**config.mk**
```make
export PLATFORM = sky130hd
export DESIGN_NAME = ist_control
export DESIGN_NICKNAME = d
export VERILOG_FILES = /design/src/sv/ist_pkg.sv /design/src/sv/ist_control.sv
export SDC_FILE = /design/constraint.sdc
export NUM_CORES = 1
export LEC_CHECK = 0
export BUFFER_PORTS_ARGS = -buffer_cell sky130_fd_sc_hd__buf_2
export CORE_UTILIZATION = 47
export DETAILED_ROUTE_END_ITERATION = 10
export PLACE_DENSITY = 0.82
export SYNTH_ARGS = -nofsm -noshare
export SYNTH_HDL_FRONTEND = slang
export SYNTH_SLANG_ARGS = --single-unit
```
**constraint.sdc**
```tcl
create_clock -name clock -period 4.2 [get_ports clock]
set_input_delay 0.84 -clock clock [delete_from_list [all_inputs] [get_ports clock]]
set_output_delay 0.84 -clock clock [all_outputs]
set_load 0.01 [all_outputs]
```
**src/sv/ist_pkg.sv**
```systemverilog
// ist_pkg: shared types and constants for the interpolation search table
// no dependencies
`default_nettype none
package ist_pkg;
   localparam int TABLE_DEPTH_DEF = 1024;
   localparam int KEY_W = 32;
   localparam int CNT_W = 11;
   localparam int POS_W = 10;
   localparam int IDX_IN_W = 10;
   localparam logic CMD_WRITE = 1'b0;
   localparam logic CMD_SEARCH = 1'b1;
   localparam logic [0:0] REG_ENTRY_COUNT = 1'b0;

   // controller to datapath
   typedef struct packed {
      logic init;      // load bounds for a new search
      logic rd_f;      // read K[f]
      logic rd_l;      // read K[l]
      logic cap_f;     // capture read data as K[f]
      logic cap_l;     // capture read data as K[l]
      logic mul;       // register product
      logic div_start; // start divider
      logic rd_c;      // read K[c]
      logic cap_c;     // capture K[c]
      logic step;      // narrow bounds
   } cmd_type;

   // datapath to controller
   typedef struct packed {
      logic empty;     // f > l
      logic outside;   // K[f] > key or K[l] < key
      logic div_busy;
      logic hit;
   } status_type;
endpackage
`default_nettype wire

```
**src/sv/ist_control.sv**
```systemverilog
// ist_control: search sequencer and result register
// depends on ist_pkg
`default_nettype none
module ist_control
   import ist_pkg::*;
(
   input  wire logic        clock,
   input  wire logic        reset,
   input  wire logic        in_fire,
   input  wire logic        in_cmd,
   output logic             in_ready,
   input  wire status_type  status,
   input  wire logic [POS_W-1:0] hit_pos,
   output cmd_type          cmd,
   output logic             out_valid,
   input  wire logic        out_ready,
   output logic             out_found,
   output logic [POS_W-1:0] out_pos
);
   typedef enum logic [3:0] {
      S_IDLE, S_CHK, S_RDF, S_RDL, S_CAPL, S_MUL, S_DIV, S_WAIT, S_RDC, S_CAPC,
      S_TEST, S_DONE
   } state_type;
   state_type state_ff, state_in;

   assign in_ready = (state_ff == S_IDLE) && !out_valid;

   always_comb begin
      cmd = '0;
      state_in = state_ff;
      unique case (state_ff)
         S_IDLE: if (in_fire && in_cmd == CMD_SEARCH) begin
            cmd.init = 1'b1;
            state_in = S_CHK;
         end
         S_CHK: begin
            cmd.rd_f = 1'b1;
            state_in = status.empty ? S_DONE : S_RDF;
         end
         S_RDF: begin
            cmd.cap_f = 1'b1;
            cmd.rd_l = 1'b1;
            state_in = S_RDL;
         end
         S_RDL: begin
            cmd.cap_l = 1'b1;
            state_in = S_CAPL;
         end
         S_CAPL: state_in = status.outside ? S_DONE : S_MUL;
         S_MUL: begin
            cmd.mul = 1'b1;
            state_in = S_DIV;
         end
         S_DIV: begin
            cmd.div_start = 1'b1;
            state_in = S_WAIT;
         end
         S_WAIT: if (!status.div_busy) state_in = S_RDC;
         S_RDC: begin
            cmd.rd_c = 1'b1;
            state_in = S_CAPC;
         end
         S_CAPC: begin
            cmd.cap_c = 1'b1;
            state_in = S_TEST;
         end
         S_TEST: begin
            if (status.hit) state_in = S_DONE;
            else begin
               cmd.step = 1'b1;
               state_in = S_CHK;
            end
         end
         S_DONE: state_in = S_IDLE;
         default: state_in = S_IDLE;
      endcase
   end

   // set when the last probe matched the key
   logic hit_ff;
   always_ff @(posedge clock) begin
      if (reset) begin
         state_ff <= S_IDLE;
         out_valid <= 1'b0;
         hit_ff <= 1'b0;
      end else begin
         state_ff <= state_in;
         hit_ff <= (state_ff == S_TEST) && status.hit;
         if (out_valid && out_ready) out_valid <= 1'b0;
         if (state_ff == S_DONE) out_valid <= 1'b1;
      end
      if (state_ff == S_DONE) begin
         out_found <= hit_ff;
         out_pos <= hit_ff ? hit_pos : '0;
      end
   end

   a_rsp_hold: assert property (@(posedge clock) disable iff (reset)
      out_valid && !out_ready |=> out_valid && $stable(out_found) && $stable(out_pos));
   a_accept_idle: assert property (@(posedge clock) disable iff (reset)
      in_fire |-> state_ff == S_IDLE && !out_valid);
   a_div_free: assert property (@(posedge clock) disable iff (reset)
      cmd.div_start |-> !status.div_busy);
   a_valid_idle: assert property (@(posedge clock) disable iff (reset)
      out_valid |-> state_ff == S_IDLE);
endmodule
`default_nettype wire

```
==> key figures <==
Run status
  • Status: finished, violations left
  • Failing checks: design-rule violations

Placement
  • Area after DPL: 0.00102 sq mm
  • Post-DP HPWL: 1260 um
  • GP Congestion: 0.767
  • Number of port buffers: 41

Cells and area
  • Design area: 0.00105 sq mm
  • Total Nets Final: 141
  • Core Util, Final: 66.6%
  • Layout cells sized above 1: 39.7%
  • Area grow syn2layout: 26.4%
  • Diodes inserted: 0

GRT
  • Initial antenna violation count: 0
  • GR Overflow Total: 0
  • Number of global-route vias before repair: 675
  • First-pass GRT wire length: 2790 um
  • GRT Resource Usage Total: 19.2%
  • Largest net degree at the start of global routing: 18

Setup path
  • CP Launch Type: flip-flop
  • R2R Setup Slk: 2.54 ns
  • Worst Path Required: 3.36 ns
  • CP Capture Type: output pin
  • Slowest cell on the critical path: or4_4
  • Critical path peak fanout: 15
  • Largest stage delay, worst path: 0.61 ns
  • Critical path class: flip-flop to output pin
  • Crit path DAT: 1.60 ns
  • Critical Path, Cell by Cell: or4_4, nor2_1, buf_2

Timing
  • Min Clock Period, post-route: 2.44 ns
  • Final Max Slew Viols: 0
  • Final Hold Vio Count: 0
  • Rel. slew slack: 66.6%
  • Setup TNS: 0 ns
  • F_max: 0.410 GHz
  • Final cycle utilization of the critical path: 58.0%
  • Clk_skew: 0.000793 ns
  • Slew @ Worst Pin: 0.500 ns
  • RSZ-0062 raised after global routing: false
  • Final setup fails: 0

CTS
  • Clk root buf: clkbuf_4
  • Post-CTS setup buffer count: 0
  • Clock H-tree levels: 1
  • Clock Sinks: 17
  • Num CTS Buffers: 3
  • CTS max path bufs: 2
  • CTS resizes: 0
  • Clk pin slew, worst setup/hold paths: 0.09 ns
  • CTS Hold Buffers Added: 0
  • Clk_lat worst skew: 0.28 ns
  • CTS tree: done

Synthesis
  • Synth Area in Compound Gates: 11.4%
  • Synth Area in Adders: 0%
  • Multiplexer share of the synthesized area: 0%
  • Number of synthesized flops with an enable pin: 11
  • Synthesized Nets: 100
  • Cell count after synthesis: 81
  • Synthesis-stage register bit count: 17
  • Post-synth ARST share: 0%
  • Ys flop type: edfxtp_1
  • Post-Synth Simple-Gate Area: 28.5%
  • Synthesized area per cell: 10.3 sq um
  • Yosys warnings: 0
  • Largest family of logic cells by synthesized area: simple AND/OR/NAND/NOR gates
  • Synth cell types: 32
  • Seq/Total Area, Yosys: 54.2%
  • Synthesized area: 831 sq um
  • Xor/xnor share of the synthesized area: 1.05%

Drt
  • Routed via count: 726
  • Post-Route WL: 1670 um
  • DR pass1 iterations: 9
  • Remaining DRCs: 1
  • Routed WL per cell: 12.2 um
  • Via density per instance: 5.30
  • Iter 0 DRT Violations: 18
  • Post-route ant nets: 0

Pwr
  • Sw Pwr: 156 uW
  • Seq pwr share: 49.9%
  • Leakage: 0.000518 uW
  • P_int: 293 uW
  • Pwr per Cell Area: 427 mW/mm^2
  • Worst vdd ir: 0.292 mV
  • Sw frac: 34.7%
  • Total power: 449 uW
  • Combinational share of power: 31.4%
  • Clock group share of total power: 18.7%

Floorplan
  • Die W: 44.0 um
  • Rows: 14
  • Die area: 0.00194 sq mm
  • Core ar.: 0.00158 sq mm
  • Initial Util: 52.7%
  • Die Height: 44.0 um
  • Number of I/O pins: 42

Run
  • Max-Cap Viols: 0

Min path
  • Worst hold-check path type: flip-flop to flip-flop
logic make-up (layout without fill, tap and decap cells):
logic type,count (synthesis),after routing
xor+xnor,1,1
buf+inv,7,47
simple gates,43,43
compound gates,13,13
flops,17,17
per-layer routing:
layer  vias up  GRT usage, %  part of all wire, %
met5         -             0                    0
met3         4          4.49                  6.3
met2        29          32.4                   51
met1       328          23.3                   40
met4         0          8.48                  2.2
li1        365             -                    -
power groups by stage:
stage | registers [uW] | logic [uW] | clock network [uW]
detailed placement | 227 | 141 | 0
floorplan | 201 | 132 | 0
global route | 229 | 159 | 91.9
global placement | 224 | 138 | 0
CTS | 223 | 142 | 86.0
finish | 224 | 141 | 84.0
final cells by class:
type	count	area (sq um)
Fill cell	133	527
Sequential cell	17	450
Multi-Input combinational cell	57	340
Timing Repair Buffer	41	205
Clock buffer	4	26.3
Tap cell	16	20.0
Inverter	2	7.51
through the flow:
step / setup WS [ns] / hold slack [ns] / instances
4_1_cts: 1.75 / 0.559 / 137
3_3_place_gp: 2.10 / 0.494 / 133
2_1_floorplan: 2.23 / 0.522 / 81
5_1_grt: 1.66 / 0.567 / 137
6_report: 1.76 / 0.544 / 137
3_5_place_dp: 2.07 / 0.534 / 133
critical path: cells and delay by family, from the launching register on:
kind | cells | cell delay, ns
buffers and inverters | 1 | 0.14
flip-flops | 1 | 0.46
AND/OR/NAND/NOR | 2 | 0.73
path summary, 6_finish.rpt:
path / depth (start not counted) / from / endpoint
min: 2 / out_valid$_SDFFE_PP0P_ / out_valid$_SDFFE_PP0P_
max reg2reg: 2 / state_ff[1]$_SDFFE_PP0P_ / out_pos[1]$_SDFFCE_PN0P_
min reg2reg: 2 / out_valid$_SDFFE_PP0P_ / out_valid$_SDFFE_PP0P_
max: 3 / state_ff[3]$_SDFFE_PP0P_ / cmd[9]
state kept, by name, indices dropped and copies added, names as in the netlist:
name	flops
state_ff	4
out_found	1
hit_ff	1
out_pos	10
out_valid	1
Yosys cell counts, drive strengths merged (2+ instances only):
| cell | number | area (sq um) |
|---|---|---|
| nor2b | 2 | 12.5 |
| nor2 | 6 | 22.5 |
| inv | 2 | 7.50 |
| nand2 | 8 | 30.0 |
| and2 | 10 | 62.6 |
| and3 | 2 | 12.5 |
| dfxtp | 6 | 120 |
| nand2b | 2 | 12.5 |
| edfxtp | 11 | 330 |
| a21oi | 6 | 33.8 |
| buf | 4 | 28.8 |
| nor3 | 6 | 30.0 |
cells in the final DEF, fill, tap and decap left out, types with 2 or more instances in the layout:
master | netlist | routed
buf_2 | 2 | 41
edfxtp_1 | 11 | 11
and2_1 | 10 | 10
nand2_1 | 8 | 8
nor3_1 | 6 | 6
nor2_1 | 6 | 6
dfxtp_1 | 6 | 6
a21oi_1 | 5 | 5
clkbuf_4 | 0 | 3
nor2b_1 | 2 | 2
and3_1 | 2 | 2
nand2b_1 | 2 | 2
Note: power is estimated with default switching activity, not from simulation.
